$ cat config.mk
export PLATFORM = sky130hd
export DESIGN_NAME = cbt_lerp_level
export DESIGN_NICKNAME = d
export VERILOG_FILES = /design/src/hdl/cbt_pkg.sv /design/src/hdl/cbt_lerp_level.sv
export SDC_FILE = /design/constraint.sdc
export NUM_CORES = 2
export LEC_CHECK = 0
export BUFFER_PORTS_ARGS = -buffer_cell sky130_fd_sc_hd__buf_2
export CAP_MARGIN = 5
export CORE_UTILIZATION = 54
export DETAILED_ROUTE_END_ITERATION = 10
export PLACE_DENSITY = 0.8
export SLEW_MARGIN = 15
export SYNTH_ARGS = -nofsm -noshare
export SYNTH_HDL_FRONTEND = slang
export SYNTH_SLANG_ARGS = --single-unit
$ cat constraint.sdc
create_clock -name aclk -period 20 [get_ports aclk]
set_input_delay 2 -clock aclk [delete_from_list [all_inputs] [get_ports aclk]]
set_output_delay 2 -clock aclk [all_outputs]
set_load 0.03 [all_outputs]
$ cat src/hdl/cbt_pkg.sv
// ---------------------------------------------------------------------------
// Cubic Bezier tessellator package
// Shared constants and the control bundle that travels with each point.
// ---------------------------------------------------------------------------
`timescale 1ns / 1ps
`default_nettype none

package cbt_pkg;

    localparam int MAX_RESULTS = 64;
    localparam int CNT_W       = 7;
    localparam int CFG_W       = 16;
    localparam int NUM_CTRL    = 4;
    localparam logic [CFG_W-1:0] T_STEP_RESET = 16'd6554;

    typedef struct packed {
        logic valid;
        logic last;
    } cbt_ctl_t;

endpackage

`default_nettype wire

$ cat src/hdl/cbt_lerp_level.sv
// ---------------------------------------------------------------------------
// Cubic Bezier tessellator interpolation level
// One de Casteljau level: multiply stage, then shift and add stage.
// ---------------------------------------------------------------------------
`timescale 1ns / 1ps
`default_nettype none

module cbt_lerp_level
    import cbt_pkg::*;
#(
    parameter int N_IN        = 4,
    parameter int COORD_WIDTH = 16,
    parameter int T_FRAC_BITS = 16
) (
    input  wire logic                          aclk,
    input  wire logic                          aresetn,
    input  wire logic                          en,
    input  wire cbt_ctl_t                      in_ctl,
    input  wire logic [T_FRAC_BITS-1:0]        in_t,
    input  wire logic signed [COORD_WIDTH-1:0] in_x [N_IN],
    input  wire logic signed [COORD_WIDTH-1:0] in_y [N_IN],
    output cbt_ctl_t                           out_ctl,
    output logic [T_FRAC_BITS-1:0]             out_t,
    output logic signed [COORD_WIDTH-1:0]      out_x [N_IN-1],
    output logic signed [COORD_WIDTH-1:0]      out_y [N_IN-1]
);

    localparam int N_OUT = N_IN - 1;
    localparam int PW    = COORD_WIDTH + T_FRAC_BITS + 2;

    cbt_ctl_t                      ctl1_reg, ctl2_reg;
    logic [T_FRAC_BITS-1:0]        t1_reg, t2_reg;
    logic signed [COORD_WIDTH-1:0] ax_reg [N_OUT];
    logic signed [COORD_WIDTH-1:0] ay_reg [N_OUT];
    logic signed [PW-1:0]          px_reg [N_OUT];
    logic signed [PW-1:0]          py_reg [N_OUT];
    logic signed [COORD_WIDTH-1:0] rx_reg [N_OUT];
    logic signed [COORD_WIDTH-1:0] ry_reg [N_OUT];

    logic signed [COORD_WIDTH:0]   dx [N_OUT];
    logic signed [COORD_WIDTH:0]   dy [N_OUT];
    logic signed [T_FRAC_BITS:0]   ts;
    logic signed [PW-1:0]          px [N_OUT];
    logic signed [PW-1:0]          py [N_OUT];
    logic signed [PW-1:0]          sx [N_OUT];
    logic signed [PW-1:0]          sy [N_OUT];
    logic signed [COORD_WIDTH-1:0] rx [N_OUT];
    logic signed [COORD_WIDTH-1:0] ry [N_OUT];

    always_comb begin
        ts = $signed({1'b0, in_t});
        for (int i = 0; i < N_OUT; i++) begin
            dx[i] = $signed({in_x[i+1][COORD_WIDTH-1], in_x[i+1]})
                  - $signed({in_x[i][COORD_WIDTH-1], in_x[i]});
            dy[i] = $signed({in_y[i+1][COORD_WIDTH-1], in_y[i+1]})
                  - $signed({in_y[i][COORD_WIDTH-1], in_y[i]});
            px[i] = PW'(dx[i]) * PW'(ts);
            py[i] = PW'(dy[i]) * PW'(ts);
        end
        for (int i = 0; i < N_OUT; i++) begin
            sx[i] = px_reg[i] >>> T_FRAC_BITS;
            sy[i] = py_reg[i] >>> T_FRAC_BITS;
            rx[i] = ax_reg[i] + sx[i][COORD_WIDTH-1:0];
            ry[i] = ay_reg[i] + sy[i][COORD_WIDTH-1:0];
        end
    end

    always_ff @(posedge aclk) begin
        if (!aresetn) begin
            ctl1_reg <= '0;
            ctl2_reg <= '0;
        end else if (en) begin
            ctl1_reg <= in_ctl;
            ctl2_reg <= ctl1_reg;
        end
    end

    always_ff @(posedge aclk) begin
        if (en) begin
            t1_reg <= in_t;
            t2_reg <= t1_reg;
            for (int i = 0; i < N_OUT; i++) begin
                ax_reg[i] <= in_x[i];
                ay_reg[i] <= in_y[i];
                px_reg[i] <= px[i];
                py_reg[i] <= py[i];
                rx_reg[i] <= rx[i];
                ry_reg[i] <= ry[i];
            end
        end
    end

    assign out_ctl = ctl2_reg;
    assign out_t   = t2_reg;
    assign out_x   = rx_reg;
    assign out_y   = ry_reg;

endmodule

`default_nettype wire

== After elaboration in Yosys (flattened, before gate mapping) ==
Memories as Yosys holds them, arrays and structs flattened.
Cells that the tools add are included.

* Memories kept: 4
* RAM bits: 300
* Bits in latches: 0
* Memory bits (read-only): 0
* Input port bits: 149
* Register bits: 132
* Output and inout bits: 114

* Eq/ne operators: 0
* Reductions and logical operators: 0
* Bitwise logic cells: 0
* Mux-type cells: 2
* Add/sub/neg operators: 12
* Div/mod/pow operators: 0
* Shift operators: 0
* Magnitude comparators: 0
* $mul: 6

{| class="wikitable"
|+ Memory list
! name !! words !! width !! read ports !! clocked after Yosys merged registers in !! write ports !! line !! RTL
|-
| px_reg || 3 || 34 || 3 || 0 || 3 || cbt_lerp_level.sv:35 || <nowiki>logic signed [PW-1:0] px_reg [N_OUT];</nowiki>
|-
| py_reg || 3 || 34 || 3 || 0 || 3 || cbt_lerp_level.sv:36 || <nowiki>logic signed [PW-1:0] py_reg [N_OUT];</nowiki>
|-
| ax_reg || 3 || 16 || 3 || 0 || 3 || cbt_lerp_level.sv:33 || <nowiki>logic signed [COORD_WIDTH-1:0] ax_reg [N_OUT];</nowiki>
|-
| ay_reg || 3 || 16 || 3 || 0 || 3 || cbt_lerp_level.sv:34 || <nowiki>logic signed [COORD_WIDTH-1:0] ay_reg [N_OUT];</nowiki>
|}

{| class="wikitable"
|+ Operators with widths
! operator !! count
|-
| $mul A17 B17 Y34 || 6
|-
| $sub A16 B16 Y17 || 6
|-
| $add A16 B16 Y16 || 6
|-
| $mux W1 || 2
|}

== Longest topological paths before layout ==
* Word-level depth: 2
* Depth in mapped cells: 35
* Depth with buffers taken out: 34

== Worst setup path after synthesis ==
No wires, ideal clock.

* Path kind: input -> register
* Start point: input in_y[0] (netlist bit)
* End point: memory py_reg[0][99] (netlist bit) (data pin)
* Data required time: 19741 ps
* Stages on the path: 31
* Buffers on the path: 1
* Setup slack: 10138 ps
* Arrival: 9603 ps
* Path through: inv_1 > ha_1 > fa_1 > nor2b_1 > o31a_1 > o22ai_1 > o311a_1 > a211oi_1 > nor2_1 > xnor2_1 > clkbuf_1 > nand2_1 > fa_1 > fa_1 > inv_1 > fa_1 > fa_1 > fa_1 > inv_1 > fa_1 > inv_1 > ha_1 > a21o_1 > a21oi_1 > o21ai_0 > a221o_1 > o311a_1 > o31a_1 > a21oi_2 > o21bai_1 > xnor2_1

{| class="wikitable"
|+ RTL lines
! element !! line !! RTL
|-
| start: declaration || cbt_lerp_level.sv:21 || <nowiki>input wire logic signed [COORD_WIDTH-1:0] in_y [N_IN],</nowiki>
|-
| end: declaration || cbt_lerp_level.sv:36 ||
|}

==> results.py <==
metrics = {
    "status": {
        "status": "finished clean",
    },
    "global_routing": {
        "grt_max_degree": 80,
        "antenna_found_initial": 9,
        "grt_pass1_vias": 60490,
        "grt_pass1_wl_mm": 312.8,
        "grt.total_usage_pct": 27.87,
        "grt_overflow": 0,
    },
    "worst_setup_path": {
        "r2r_start": "ax_reg[0][16]$_DFFE_PP_",
        "cp_max_fo": 18,
        "timing.rr.end": "out_x[30]$_DFFE_PP_",
        "path_class": "in2reg",
        "slowest_stage": "fa_1",
        "worstPathArrival_ps": 11040,
        "slowest_delay_ps": 680,
        "critical_path.most_common_cell": "fa_1",
        "crit_required_ps": 20350,
        "reg2reg_slack_ps": 16280,
        "worstSetupStartpointType": "primary input",
        "worstRegToRegCells": 13,
        "end_kind": "flop",
    },
    "clock_tree": {
        "clk_latency_ps": 620,
        "max-clock-path-buffers": 3,
        "cts_tree": "yes",
        "cts-root-buf": "clkbuf_16",
        "cts_sinks": 324,
        "cts_setup_buffers": 0,
        "cts-htree-levels": 2,
        "ctsHoldBuffers": 0,
        "clkTransAtPathRegs_ps": 70,
        "cts_buffers": 40,
        "cts_resized": 0,
    },
    "routing": {
        "drc": 0,
        "drtIter0Drc": 3777,
        "vias": 55280,
        "wirelength_mm": 193.5,
        "viasPerCell": 5.432,
        "drt_first_pass_iters": 5,
        "routedWlPerCell_um": 19.02,
        "ant_nets": 0,
    },
    "die": {
        "initial_core_util_pct": 54.34,
        "die_w_um": 379.2,
        "row_count": 138,
        "design.die.area_sq_um": 143800,
        "core_sq_um": 141400,
        "die_h_um": 379.2,
        "top_level_ports": 263,
    },
    "logic_synthesis": {
        "synth_edf_count": 320,
        "synth_area_sq_um": 76850,
        "netlist_top_cells_area": "fa_1 (41%), edfxtp_1 (13%), ha_1 (11%), inv_1 (11%), and2_1 (5.3%)",
        "netlist_instances": 8158,
        "syn_area_per_cell_sq_um": 9.420,
        "yosys.area.top_type": "fa_1",
        "yosys_register_bits": 324,
        "yosysWarnings": 0,
        "synthDistinctLibCells": 85,
        "synth.most_common_cell": "inv_1",
        "synth_seq_area_share_pct": 12.61,
        "synth-async-reset-ratio_pct": 0,
        "synth_ff_type": "edfxtp_1",
        "synth_nets": 10550,
        "yosysTopAreaCellShare_pct": 40.66,
        "synthTopCellsByCount": "inv_1 (2,181), fa_1 (1,561), nand2_1 (844)",
    },
    "timing": {
        "hold_viol": 0,
        "post-route-period-util_pct": 53.46,
        "finalSetupViolCount": 0,
        "tightest_slew_ps": 1182,
        "maxSlewViolCount": 0,
        "max_freq_ghz": 0.09352,
        "maxSlewHeadroom_pct": 20.83,
        "fin_tns_setup_ps": 0,
        "finClkSkew_ps": 25.80,
        "finalCriticalPeriod_ps": 10690,
        "whs_ps": 412.3,
        "rsz0062_at_grt": "false",
    },
    "placement": {
        "hpwlAfterDp_mm": 148.8,
        "place_area_sq_um": 80410,
        "dp_cells": 10100,
        "io_buffers": 262,
        "gp_congestion": 0.9168,
    },
    "job": {
        "cap_viol_max_count": 0,
    },
    "cells_and_area": {
        "ff_latch_area_sq_um": 9689,
        "fin_nets": 10650,
        "layout.cells.non_filler": 10180,
        "drive_above_1_share_pct": 6.026,
        "area_delta_synth_final_pct": 6.374,
        "multiInputGateArea_sq_um": 58140,
        "fin_area_sq_um": 81750,
        "fillers": 11740,
    },
    "worst_hold_path": {
        "min_path_cells": 0,
        "hp-class": "reg2reg",
        "min_from": "t1_reg[8]$_DFFE_PP_",
        "holdPathEnd": "out_t[8]$_DFFE_PP_",
    },
}
final cells by class:
cell class              instances  area share, %
diodes                          5        0.01531
repair buffers                352          2.483
well taps                    1890          2.893
clock buffers                  51          1.325
multi-input cells            5350          71.12
flip-flops and latches        324          11.85
clock inverters                23         0.2954
inverters                    2181          10.01
cells by family after synthesis:
group	synth area share, %
buffers and inverters	12.15
adders and majority gates	51.83
and+or+nand+nor	14.32
AOI/OAI and AO/OA	4.769
xor gates and xnor gates	4.228
DFF	12.61
muxes	0.09280
placed cells by master (no fill, tap or decap), drive strengths merged, types with 7 or more instances in the layout:
cell,instances
buf,352
clkbuf,51
ha,686
nor2,169
fa,1561
o31a,10
o211ai,13
and2,651
and3,48
or3,20
o2111ai,11
edfxtp,320
nor2b,168
clkinv,9
a21o,34
a211oi,22
a21boi,26
o21ai,103
nand2,844
inv,2185
o31ai,11
or2,7
xor2,82
a22o,23
nand2b,81
nand3,84
o21bai,16
o41ai,9
xnor2,289
a31o,7
nor3,72
o21a,35
a21oi,149
a31oi,21
worst max path at each step:
stage / slack, ps / from / end / depth (start not counted)
6_report: 9310 / in_x[16] / px_reg[0][65]$_DFFE_PP_ / 35
3_3_place_gp: 9040 / in_x[16] / px_reg[0][65]$_DFFE_PP_ / 34
3_5_place_dp: 8670 / in_x[16] / px_reg[0][65]$_DFFE_PP_ / 35
2_1_floorplan: 10140 / in_y[0] / py_reg[0][99]$_DFFE_PP_ / 31
4_1_cts: 9250 / in_x[16] / px_reg[0][65]$_DFFE_PP_ / 35
5_1_grt: 8720 / in_x[16] / px_reg[0][65]$_DFFE_PP_ / 35
worst max-delay path: cells and delay by family:
family / cells / cell delay [ps]
XOR/XNOR: 1 / 100
adder cells (fa/ha/maj): 9 / 4210
AND/OR/NAND/NOR: 4 / 570
buffers and inverters: 7 / 680
AO/OA/AOI/OAI: 14 / 3450
through the flow:
stage	setup WS [ps]	utilization [%]
3_3_place_gp	9036	56.86
3_5_place_dp	8674	56.86
2_1_floorplan	10140	-
6_report	9307	57.81
5_1_grt	8723	57.80
4_1_cts	9253	57.80
metal layers:
metal	up-vias	global-route usage, %	wire length [um]
met5	-	0	79
met4	12	13.66	10740
met3	581	4.830	16580
met2	2391	46.80	92920
met1	27900	34.73	73190
li1	24400	-	-
Power is left out: the tool's default activity adds up to more than one toggle a clock period on the data nets, which glitch-free logic cannot reach.
