$ cat config.mk
export PLATFORM = sky130hd
export DESIGN_NAME = cbt_seq
export DESIGN_NICKNAME = d
export VERILOG_FILES = /design/src/hdl/cbt_pkg.sv /design/src/hdl/cbt_seq.sv
export SDC_FILE = /design/constraint.sdc
export NUM_CORES = 1
export LEC_CHECK = 0
export BUFFER_PORTS_ARGS = -buffer_cell sky130_fd_sc_hd__buf_2
export CAP_MARGIN = 20
export CORE_ASPECT_RATIO = 1.25
export CORE_MARGIN = 2
export CORE_UTILIZATION = 30
export DETAILED_ROUTE_END_ITERATION = 8
export GPL_TIMING_DRIVEN = 0
export PLACE_DENSITY_LB_ADDON = 0.25
export SETUP_SLACK_MARGIN = 0.02
export SLEW_MARGIN = 40
export SYNTH_ARGS = -nofsm -noshare
export SYNTH_HDL_FRONTEND = slang
export SYNTH_SLANG_ARGS = --single-unit
export TNS_END_PERCENT = 30
$ cat constraint.sdc
create_clock -name aclk -period 8.6 [get_ports aclk]
set_input_delay 0.86 -clock aclk [delete_from_list [all_inputs] [get_ports aclk]]
set_output_delay 0.86 -clock aclk [all_outputs]
set_load 0.01 [all_outputs]
$ cat src/hdl/cbt_pkg.sv
// ---------------------------------------------------------------------------
// Cubic Bezier tessellator package
// Shared constants and the control bundle that travels with each point.
// ---------------------------------------------------------------------------
`timescale 1ns / 1ps
`default_nettype none

package cbt_pkg;

    localparam int MAX_RESULTS = 64;
    localparam int CNT_W       = 7;
    localparam int CFG_W       = 16;
    localparam int NUM_CTRL    = 4;
    localparam logic [CFG_W-1:0] T_STEP_RESET = 16'd6554;

    typedef struct packed {
        logic valid;
        logic last;
    } cbt_ctl_t;

endpackage

`default_nettype wire

$ cat src/hdl/cbt_seq.sv
// ---------------------------------------------------------------------------
// Cubic Bezier tessellator point sequencer
// Holds a segment, steps t by t_step, evaluates once per cycle when enabled.
// ---------------------------------------------------------------------------
`timescale 1ns / 1ps
`default_nettype none

module cbt_seq
    import cbt_pkg::*;
#(
    parameter int COORD_WIDTH = 16,
    parameter int T_FRAC_BITS = 16
) (
    input  wire logic                          aclk,
    input  wire logic                          aresetn,
    input  wire logic                          en,
    input  wire logic                          cfg_wr_en,
    input  wire logic [CFG_W-1:0]              cfg_wr_data,
    input  wire logic                          in_valid,
    output logic                               in_ready,
    input  wire logic signed [COORD_WIDTH-1:0] in_x [NUM_CTRL],
    input  wire logic signed [COORD_WIDTH-1:0] in_y [NUM_CTRL],
    input  wire logic                          in_app,
    output cbt_ctl_t                           out_ctl,
    output logic [T_FRAC_BITS-1:0]             out_t,
    output logic signed [COORD_WIDTH-1:0]      out_x [NUM_CTRL],
    output logic signed [COORD_WIDTH-1:0]      out_y [NUM_CTRL]
);

    localparam int ACC_W = ((T_FRAC_BITS > CFG_W) ? T_FRAC_BITS : CFG_W) + 1;

    logic [CFG_W-1:0]              t_step_reg;
    logic                          busy_reg, busy_next;
    logic                          end_phase_reg, end_phase_next;
    logic                          app_reg;
    logic [ACC_W-1:0]              t_reg, t_next;
    logic [CNT_W-1:0]              n_reg, n_next;
    logic signed [COORD_WIDTH-1:0] ctrl_x_reg [NUM_CTRL];
    logic signed [COORD_WIDTH-1:0] ctrl_y_reg [NUM_CTRL];
    cbt_ctl_t                      ctl_reg, ctl_next;
    logic [T_FRAC_BITS-1:0]        ot_reg;
    logic signed [COORD_WIDTH-1:0] ox_reg [NUM_CTRL];
    logic signed [COORD_WIDTH-1:0] oy_reg [NUM_CTRL];

    logic [ACC_W-1:0] t_sum;
    logic [CNT_W-1:0] n_inc;
    logic [CNT_W-1:0] cap;
    logic             curve_done;
    logic             issue_last;
    logic             load;

    always_comb begin
        t_sum      = t_reg + ACC_W'(t_step_reg);
        n_inc      = n_reg + CNT_W'(1);
        cap        = app_reg ? CNT_W'(MAX_RESULTS - 1) : CNT_W'(MAX_RESULTS);
        curve_done = ((t_sum >> T_FRAC_BITS) != '0) || (n_inc == cap);
        issue_last = end_phase_reg || (curve_done && !app_reg);
        in_ready   = !busy_reg || (en && issue_last);
        load       = in_valid && in_ready;

        busy_next      = busy_reg;
        end_phase_next = end_phase_reg;
        t_next         = t_reg;
        n_next         = n_reg;
        ctl_next       = ctl_reg;

        if (en) begin
            ctl_next.valid = busy_reg;
            ctl_next.last  = busy_reg && issue_last;
            if (busy_reg) begin
                if (issue_last) begin
                    busy_next = 1'b0;
                end else if (curve_done) begin
                    end_phase_next = 1'b1;
                end else begin
                    t_next = t_sum;
                    n_next = n_inc;
                end
            end
        end

        if (load) begin
            busy_next      = 1'b1;
            end_phase_next = 1'b0;
            t_next         = '0;
            n_next         = '0;
        end
    end

    always_ff @(posedge aclk) begin
        if (!aresetn) begin
            t_step_reg    <= T_STEP_RESET;
            busy_reg      <= 1'b0;
            end_phase_reg <= 1'b0;
            t_reg         <= '0;
            n_reg         <= '0;
            ctl_reg       <= '0;
        end else begin
            if (cfg_wr_en) begin
                t_step_reg <= cfg_wr_data;
            end
            busy_reg      <= busy_next;
            end_phase_reg <= end_phase_next;
            t_reg         <= t_next;
            n_reg         <= n_next;
            ctl_reg       <= ctl_next;
        end
    end

    always_ff @(posedge aclk) begin
        if (load) begin
            app_reg    <= in_app;
            ctrl_x_reg <= in_x;
            ctrl_y_reg <= in_y;
        end
        if (en && busy_reg) begin
            ot_reg <= end_phase_reg ? '0 : t_reg[T_FRAC_BITS-1:0];
            for (int i = 0; i < NUM_CTRL; i++) begin
                ox_reg[i] <= end_phase_reg ? ctrl_x_reg[NUM_CTRL-1] : ctrl_x_reg[i];
                oy_reg[i] <= end_phase_reg ? ctrl_y_reg[NUM_CTRL-1] : ctrl_y_reg[i];
            end
        end
    end

    assign out_ctl = ctl_reg;
    assign out_t   = ot_reg;
    assign out_x   = ox_reg;
    assign out_y   = oy_reg;

endmodule

`default_nettype wire

Word level (Yosys, flattened, before mapping)
Cells that the tools add are included.

cells by class
  add/subtract/negate cells = 2
  multiply operators = 0
  div/mod/pow operators = 0
  order comparisons = 0
  eq/ne operators = 1
  shifts and indexed selects = 0
  mux-type cells = 11
  bitwise operators = 3
  reduce and logical (&&, ||, !) cells = 14

operators with widths
  operator               number
  $mux W16               6
  $add A17 B16 Y17       1
  $reduce_and A4 Y1      2
  $add A7 B1 Y7 const B  1
  $eq A7 B7 Y1           1
  $mux W7                1
  $logic_and A1 B1 Y1    5
  $mux W1                4
  $logic_or A1 B1 Y1     3
  $not A1 Y1             3
  $logic_not A1 Y1       2
  $reduce_bool A2 Y1     1
  $reduce_or A2 Y1       1

storage, ports and cells
  register bits = 317
  bits in latches = 0
  memory bits (writable) = 0
  ROM bits = 0
  bits of input ports = 150
  word-level logic and storage cells = 56
  memories kept = 0

Longest topological paths before layout
Gate-level depths: netlist of the first run.

  depth in word-level cells = 9
  depth in mapped cells = 12

Worst setup path after synthesis of the first run
Ideal clock, no wire load.

  path kind = register -> register
  start = register t_step_reg[0]
  end = register app_reg, enable pin
  setup time = 0.503 ns
  arrival time = 5.119 ns
  data required time = 8.097 ns
  path slack = 2.978 ns
  cell stages (with the launch flop) = 10
  buffers on the path = 0
  cells stage by stage = dfxtp_1 > ha_1 > fa_1 > a21oi_1 > nor2_1 > nor4_2 > o21ai_0 > and3_1 > a41oi_2 > and2_1

on the way
  longest elaborated chain between the ends = 7

ends and longest elaborated chain
  element                 RTL line        text
  start, declared         cbt_seq.sv:32   logic [CFG_W-1:0] t_step_reg;
  start signal, assigned  cbt_seq.sv:100  t_step_reg <= cfg_wr_data;
  $add A17 B16 Y17        cbt_seq.sv:53   t_sum = t_reg + ACC_W'(t_step_reg);
  $logic_or A1 B1 Y1      cbt_seq.sv:56   curve_done = ((t_sum >> T_FRAC_BITS) != '0) || (n_inc == cap);
  $logic_and A1 B1 Y1     cbt_seq.sv:57   issue_last = end_phase_reg || (curve_done && !app_reg);
  $logic_or A1 B1 Y1      cbt_seq.sv:57
  $logic_and A1 B1 Y1     cbt_seq.sv:58   in_ready = !busy_reg || (en && issue_last);
  $logic_or A1 B1 Y1      cbt_seq.sv:58
  via in_ready            cbt_seq.sv:20   output logic in_ready,
  $logic_and A1 B1 Y1     cbt_seq.sv:59   load = in_valid && in_ready;
  via load                cbt_seq.sv:50   logic load;
  end signal, assigned    cbt_seq.sv:112  app_reg <= in_app;
  end, declared           cbt_seq.sv:35   logic app_reg;

The timed path passes the listed nets, and every way through them passes these cells.
A chain may end at the register's enable or synchronous reset.

Worst setup path after layout of the first run
  start = register t_reg[0]
  end = output in_ready

on the way
  longest elaborated chain between the ends = 6

ends and longest elaborated chain
  element                 RTL line        text
  start, declared         cbt_seq.sv:36   logic [ACC_W-1:0] t_reg, t_next;
  start signal, assigned  cbt_seq.sv:104  t_reg <= t_next;
  $add A17 B16 Y17        cbt_seq.sv:53
  $logic_or A1 B1 Y1      cbt_seq.sv:56
  $logic_and A1 B1 Y1     cbt_seq.sv:57
  $logic_or A1 B1 Y1      cbt_seq.sv:57
  $logic_and A1 B1 Y1     cbt_seq.sv:58
  $logic_or A1 B1 Y1      cbt_seq.sv:58
  end, declared           cbt_seq.sv:20

No other way between the ends.

==> flow_summary.yaml, run 1 <==
worst_setup_path:
  reg2reg_depth: 11
  path_class: "register to output pin"
  critPathLaunch: "t_reg[0]$_SDFFE_PP0P_"
  r2r-start: "t_reg[0]$_SDFFE_PP0P_"
  end_kind: "output pin"
  critPathArrivalTime_ns: 3.22
  worstPathRequired_ns: 7.74
  cp-endpoint: "in_ready"
  cp_max_fo: 4
  r2r-end: "ctrl_y_reg[17]$_DFFE_PP_"
  start_kind: "register"
  r2r_slack_ns: 4.76
finish:
  finalCoreUtilization: 0.391
  regArea_mm2: 0.00908
  fin_cells: 1685
  multi_input_comb_area_mm2: 0.00234
  nets: 1326
  layout-drive-gt1-share: 0.322
  fill_cells: 3777
  syn_to_final_growth_pct: 28.1
sta:
  relSlewSlack: 0.469
  fin_skew_ns: 0.0228
  fin_crit_ns: 4.08
  rsz0062_at_grt: "false"
  setup_viol: 0
  layout_worst_path_cycle_share: 0.474
  max_freq_mhz: 245
  hold_viol: 0
  tns_ns: 0
  worst_slew_pin_slew_ns: 0.796
  drv_slew: 0
floorplanning:
  core_mm2: 0.0393
  die_w_um: 183
  die_h_um: 228
  start_util: 0.305
  rows: 81
  boundaryPins: 297
  die_area_mm2: 0.0416
placed_design:
  hpwlAfterDp_mm: 21.5
  numPortBuffers: 295
  placed_cells: 1618
  place_congestion: 0.799
yosys:
  synth_seq_cells: 317
  seq_area_frac_synth: 0.756
  yosysTopAreaCellShare: 0.683
  yosysMostFrequentCell: "edfxtp_1"
  yosys.area.top_type: "edfxtp_1"
  syn-num-nets: 988
  synth_edf_count: 273
  ys_top_cells_by_area: "edfxtp_1 (68%), dfxtp_1 (7.3%), o21ai_0 (4.6%), inv_1 (3.4%), mux2i_1 (2.2%)"
  synthesis.area_mm2: 0.0120
  yosysUniqueCellTypes: 64
  synthFlopType: "edfxtp_1"
  syn_inst: 820
  synth_warnings: 0
  syn_area_per_cell_um2: 14.6
  synthArstFlopShare: 0
  synth_top_cells_by_count: "edfxtp_1 (273), o21ai_0 (110), inv_1 (108)"
pwr:
  ir_worst_vdd_mv: 0.137
  leakagePower_nw: 6.17
  p_total_w: 0.00353
  power_density_mw_per_mm2: 230
min_path:
  hold_path_class: "register to register"
  hold_path_depth: 0
route:
  route.vias.total: 7461
  firstDrtPassIters: 4
  vias_per_cell: 4.43
  antenna_left: 0
  drt-initial-drc-count: 314
  wirelength_mm: 30.9
  drcViolationCount: 0
  wl_per_cell_um: 18.4
clocking:
  cts_max_level: 2
  cts_buffers: 36
  cts-root-buf: "clkbuf_16"
  cts.sinks: 317
  cts_tree: "built"
  clkTransAtPathRegs_ns: 0.06
  cts.path.max_buffers: 3
  ctsHoldBuffers: 0
  postCtsSetupBuffers: 0
  ctsResizeCount: 0
  clkLatencyLatePin_ns: 0.54
grt:
  grt_first_pass_wirelength_mm: 45.2
  grt_use_total: 0.145
  overflow: 0
  grt_max_degree: 77
  grt_pass1_vias: 7660
  antenna_found_initial: 8
run_status:
  status: "finished, final reports clean"
flow_run:
  maxCapViolations: 0
[per-layer routing]
metal  vias to the layer above  GRT usage  part of all wire  wire [um]
li1                       3603          -                 -          -
met1                      3560      0.172              0.40      12400
met2                       220      0.252              0.50      15400
met3                        68     0.0371             0.061       1890
met4                        10     0.0619             0.036       1120
met5                         -          0            0.0022         68
[worst max-delay path, cell delays in order (launching register included)]
cell,delay (ns)
dfxtp_1,0.33
ha_1,0.24
fa_1,0.42
a21oi_1,0.22
nor2_1,0.10
nor4_2,0.48
o21ai_0,0.21
and3_1,0.24
a41oi_2,0.27
buf_2,0.18
[cells in the final DEF (no fill, tap or decap), types with 2 or more instances in the layout]
| master | instances |
|---|---|
| a2111oi_0 | 2 |
| a211o_1 | 4 |
| a211oi_1 | 4 |
| a21boi_0 | 2 |
| a21o_1 | 4 |
| a21oi_1 | 13 |
| a31oi_1 | 3 |
| buf_12 | 4 |
| buf_2 | 295 |
| buf_6 | 6 |
| bufinv_16 | 4 |
| clkbuf_1 | 25 |
| clkbuf_16 | 37 |
| clkinv_1 | 9 |
| clkinv_2 | 4 |
| dfxtp_1 | 44 |
| diode_2 | 3 |
| edfxtp_1 | 273 |
| ha_1 | 17 |
| inv_1 | 107 |
| inv_6 | 3 |
| mux2i_1 | 26 |
| nand2_1 | 51 |
| nand2b_1 | 2 |
| nand3_1 | 5 |
| nand4_1 | 2 |
| nor2_1 | 28 |
| nor2b_1 | 27 |
| nor3_1 | 2 |
| nor3_2 | 2 |
| nor3b_1 | 2 |
| nor4_1 | 2 |
| o211ai_1 | 3 |
| o21a_1 | 2 |
| o21ai_0 | 110 |
| o22ai_1 | 2 |
| or2_2 | 3 |
| xnor2_1 | 16 |
| xor2_1 | 3 |
[worst min path at each step]
stage	from	end	slack [ns]
finish	ctrl_x_reg[2]$_DFFE_PP_	out_x[2]$_DFFE_PP_	0.45
global route	ctrl_y_reg[12]$_DFFE_PP_	out_y[12]$_DFFE_PP_	0.46
CTS	ctrl_y_reg[11]$_DFFE_PP_	out_y[11]$_DFFE_PP_	0.45
detailed placement	ctrl_y_reg[11]$_DFFE_PP_	out_y[11]$_DFFE_PP_	0.43
global placement	ctrl_x_reg[10]$_DFFE_PP_	out_x[10]$_DFFE_PP_	0.43
floorplan	ctrl_x_reg[0]$_DFFE_PP_	out_x[0]$_DFFE_PP_	0.43
[power breakdown]
part	internal (W)	total, W	switching [W]
combinational	0.0000956	0.000230	0.000134
clock	0.000908	0.00152	0.000610
sequential	0.00176	0.00178	0.0000248
total	0.00276	0.00353	0.000769
[final cells by class]
cell class                      instances  share of cell area
Tap cell                              498              0.0405
Clock inverter                         21              0.0136
Timing Repair Buffer                  300               0.102
Inverter                              108              0.0269
Clock buffer                           43              0.0617
Multi-Input combinational cell        366               0.152
Buffer                                 29              0.0117
Antenna cell                            3            0.000488
Sequential cell                       317               0.590
[cells by family after synthesis]
kind of cell / after synthesis / share of synthesized area
mux: 26 / 0.0217
fa+ha+maj: 18 / 0.0194
simple gates: 141 / 0.0609
buf+inv: 137 / 0.0488
xor+xnor: 19 / 0.0139
compound gates: 162 / 0.0791
flops: 317 / 0.756
[metrics by stage]
stage | hold WS [ns] | worst slack, ns | area [um2]
2_1_floorplan | 0.427 | 2.98 | 12000
3_3_place_gp | 0.429 | 0.888 | 14100
3_5_place_dp | 0.433 | 4.78 | 14200
6_report | 0.446 | 4.52 | 15400
5_1_grt | 0.457 | 4.29 | 15400
4_1_cts | 0.448 | 4.52 | 15400
Power figures use the tool's default switching activity.
==> run 2, diff against run 1 <==
==> constraint.sdc (replaced) <==
create_clock -name aclk -period 3.3 [get_ports aclk]
set_input_delay 0.33 -clock aclk [delete_from_list [all_inputs] [get_ports aclk]]
set_output_delay 0.33 -clock aclk [all_outputs]
set_load 0.01 [all_outputs]
==> flow_summary.yaml, run 2 (synthesis results as in run 1) <==
sta:
  relSlewSlack: 0.514
  rsz0062_at_grt: "false"
  tns_ns: 0
  fin_crit_ns: 3.11
  setup_viol: 0
  max_freq_mhz: 321
  layout_setup_ws_ns: 0.186
  hold_viol: 0
  worst_slew_pin_slew_ns: 0.730
  drv_slew: 0
  fin_skew_ns: 0.0134
  layout_worst_path_cycle_share: 0.944
route:
  wl_per_cell_um: 17.4
  antenna_left: 0
  drt-initial-drc-count: 382
  vias_per_cell: 4.41
  wirelength_mm: 31.5
  drcViolationCount: 0
  firstDrtPassIters: 4
  route.vias.total: 8013
placed_design:
  numPortBuffers: 295
  hpwlAfterDp_mm: 22.1
  place_congestion: 0.784
  pre_cts_ws_ns: -0.219
  placed_cells: 1623
clocking:
  cts.path.max_buffers: 3
  clkTransAtPathRegs_ns: 0.06
  cts_tree: "built"
  cts-root-buf: "clkbuf_16"
  clkLatencyLatePin_ns: 0.52
  cts_buffers: 36
  cts.sinks: 317
  cts_max_level: 2
floorplanning:
  boundaryPins: 297
  die_area_mm2: 0.0416
  start_util: 0.305
  die_w_um: 183
  core_mm2: 0.0393
  die_h_um: 228
  rows: 81
worst_setup_path:
  crit_chain: "ha_2 -> fa_2 -> a21oi_2 -> nor2_1 -> nor4_4 -> or4_4 -> and3_4 -> a41oi_2 -> buf_2"
  critPathMaxStageDelay_ns: 0.50
  worstPathRequired_ns: 2.97
  critPathArrivalTime_ns: 2.78
  crit_slowest_cell: "or4_4"
  cp_max_fo: 4
  start_kind: "register"
  end_kind: "output pin"
  path_class: "register to output pin"
grt:
  antenna_found_initial: 4
  grt_pass1_vias: 8300
  grt_max_degree: 41
  overflow: 0
  grt_first_pass_wirelength_mm: 46.9
  grt_use_total: 0.147
finish:
  layout_commonest_cell: "buf_2"
  fin_cells: 1815
  final_cell_mix: "buf_2 (295), edfxtp_1 (273), dlygate4sd3_1 (123)"
  finalCoreUtilization: 0.428
  syn_to_final_growth_pct: 40.1
  nets: 1455
  fill_cells: 3619
  layout-drive-gt1-share: 0.305
run_status:
  status: "finished, final reports clean"
pwr:
  ir_worst_vdd_mv: 0.368
  power_density_mw_per_mm2: 552
  leakagePower_nw: 6.75
min_path:
  hold_path_class: "input pin to register"
flow_run:
  maxCapViolations: 0
## run 2: power breakdown
part / switching [W] / total (W) / internal [W]
registers: 0.0000701 / 0.00465 / 0.00458
logic: 0.000386 / 0.000761 / 0.000375
clock network: 0.00158 / 0.00387 / 0.00229
total: 0.00203 / 0.00928 / 0.00725
## run 2: layout make-up
type	count	area, um2	area share
Inverter	108	409	0.0243
Buffer	29	189	0.0112
Multi-Input combinational cell	366	2430	0.144
Sequential cell	317	9080	0.540
Clock inverter	19	173	0.0103
Timing Repair Buffer	429	2950	0.175
Antenna cell	4	10.0	0.000595
Clock buffer	45	956	0.0568
Tap cell	498	623	0.0371
## run 2: per-layer routing
layer,track usage,up-vias,share of wire
met5,0,-,0.00035
met4,0.0591,2,0.033
met3,0.0287,66,0.058
met2,0.270,239,0.52
met1,0.169,3840,0.39
li1,-,3866,-
## run 2: metrics by stage
stage	total power (W)	hold WS [ns]	instance area [um2]
after floorplan	0.00506	0.427	12100
after global placement	0.00533	0.428	14200
after detailed placement	0.00538	0.436	14400
after CTS	0.00940	0.00263	16800
after global routing	0.00962	0.00404	16800
final	0.00928	0.0259	16800
## run 2: worst paths after layout
path	slack, ns	depth (start not counted)	end	startpoint
min	0.03	1	ctrl_x_reg[60]$_DFFE_PP_	in_x[60]
max reg2reg	0.21	10	ctrl_y_reg[18]$_DFFE_PP_	t_reg[0]$_SDFFE_PP0P_
min reg2reg	0.45	0	out_x[7]$_DFFE_PP_	ctrl_x_reg[7]$_DFFE_PP_
max	0.19	9	in_ready	t_reg[0]$_SDFFE_PP0P_
## run 2: worst max-delay path, delay by kind of cell (launching register included)
family | cells | cell delay (ns)
adder cells (fa/ha/maj) | 2 | 0.47
buffers and inverters | 1 | 0.18
AND/OR/NAND/NOR | 4 | 0.96
flip-flops | 1 | 0.39
AO/OA/AOI/OAI | 2 | 0.27
## run 2: what timing repair did
action / in CTS / in global routing
pin swaps: 1 / 0
resized for setup: 1 / 0
buffers inserted: 2 / 0
endpoints found under the hold margin: 123 / 0
hold buffers: 123 / 0
endpoints found under the setup margin: 41 / 40
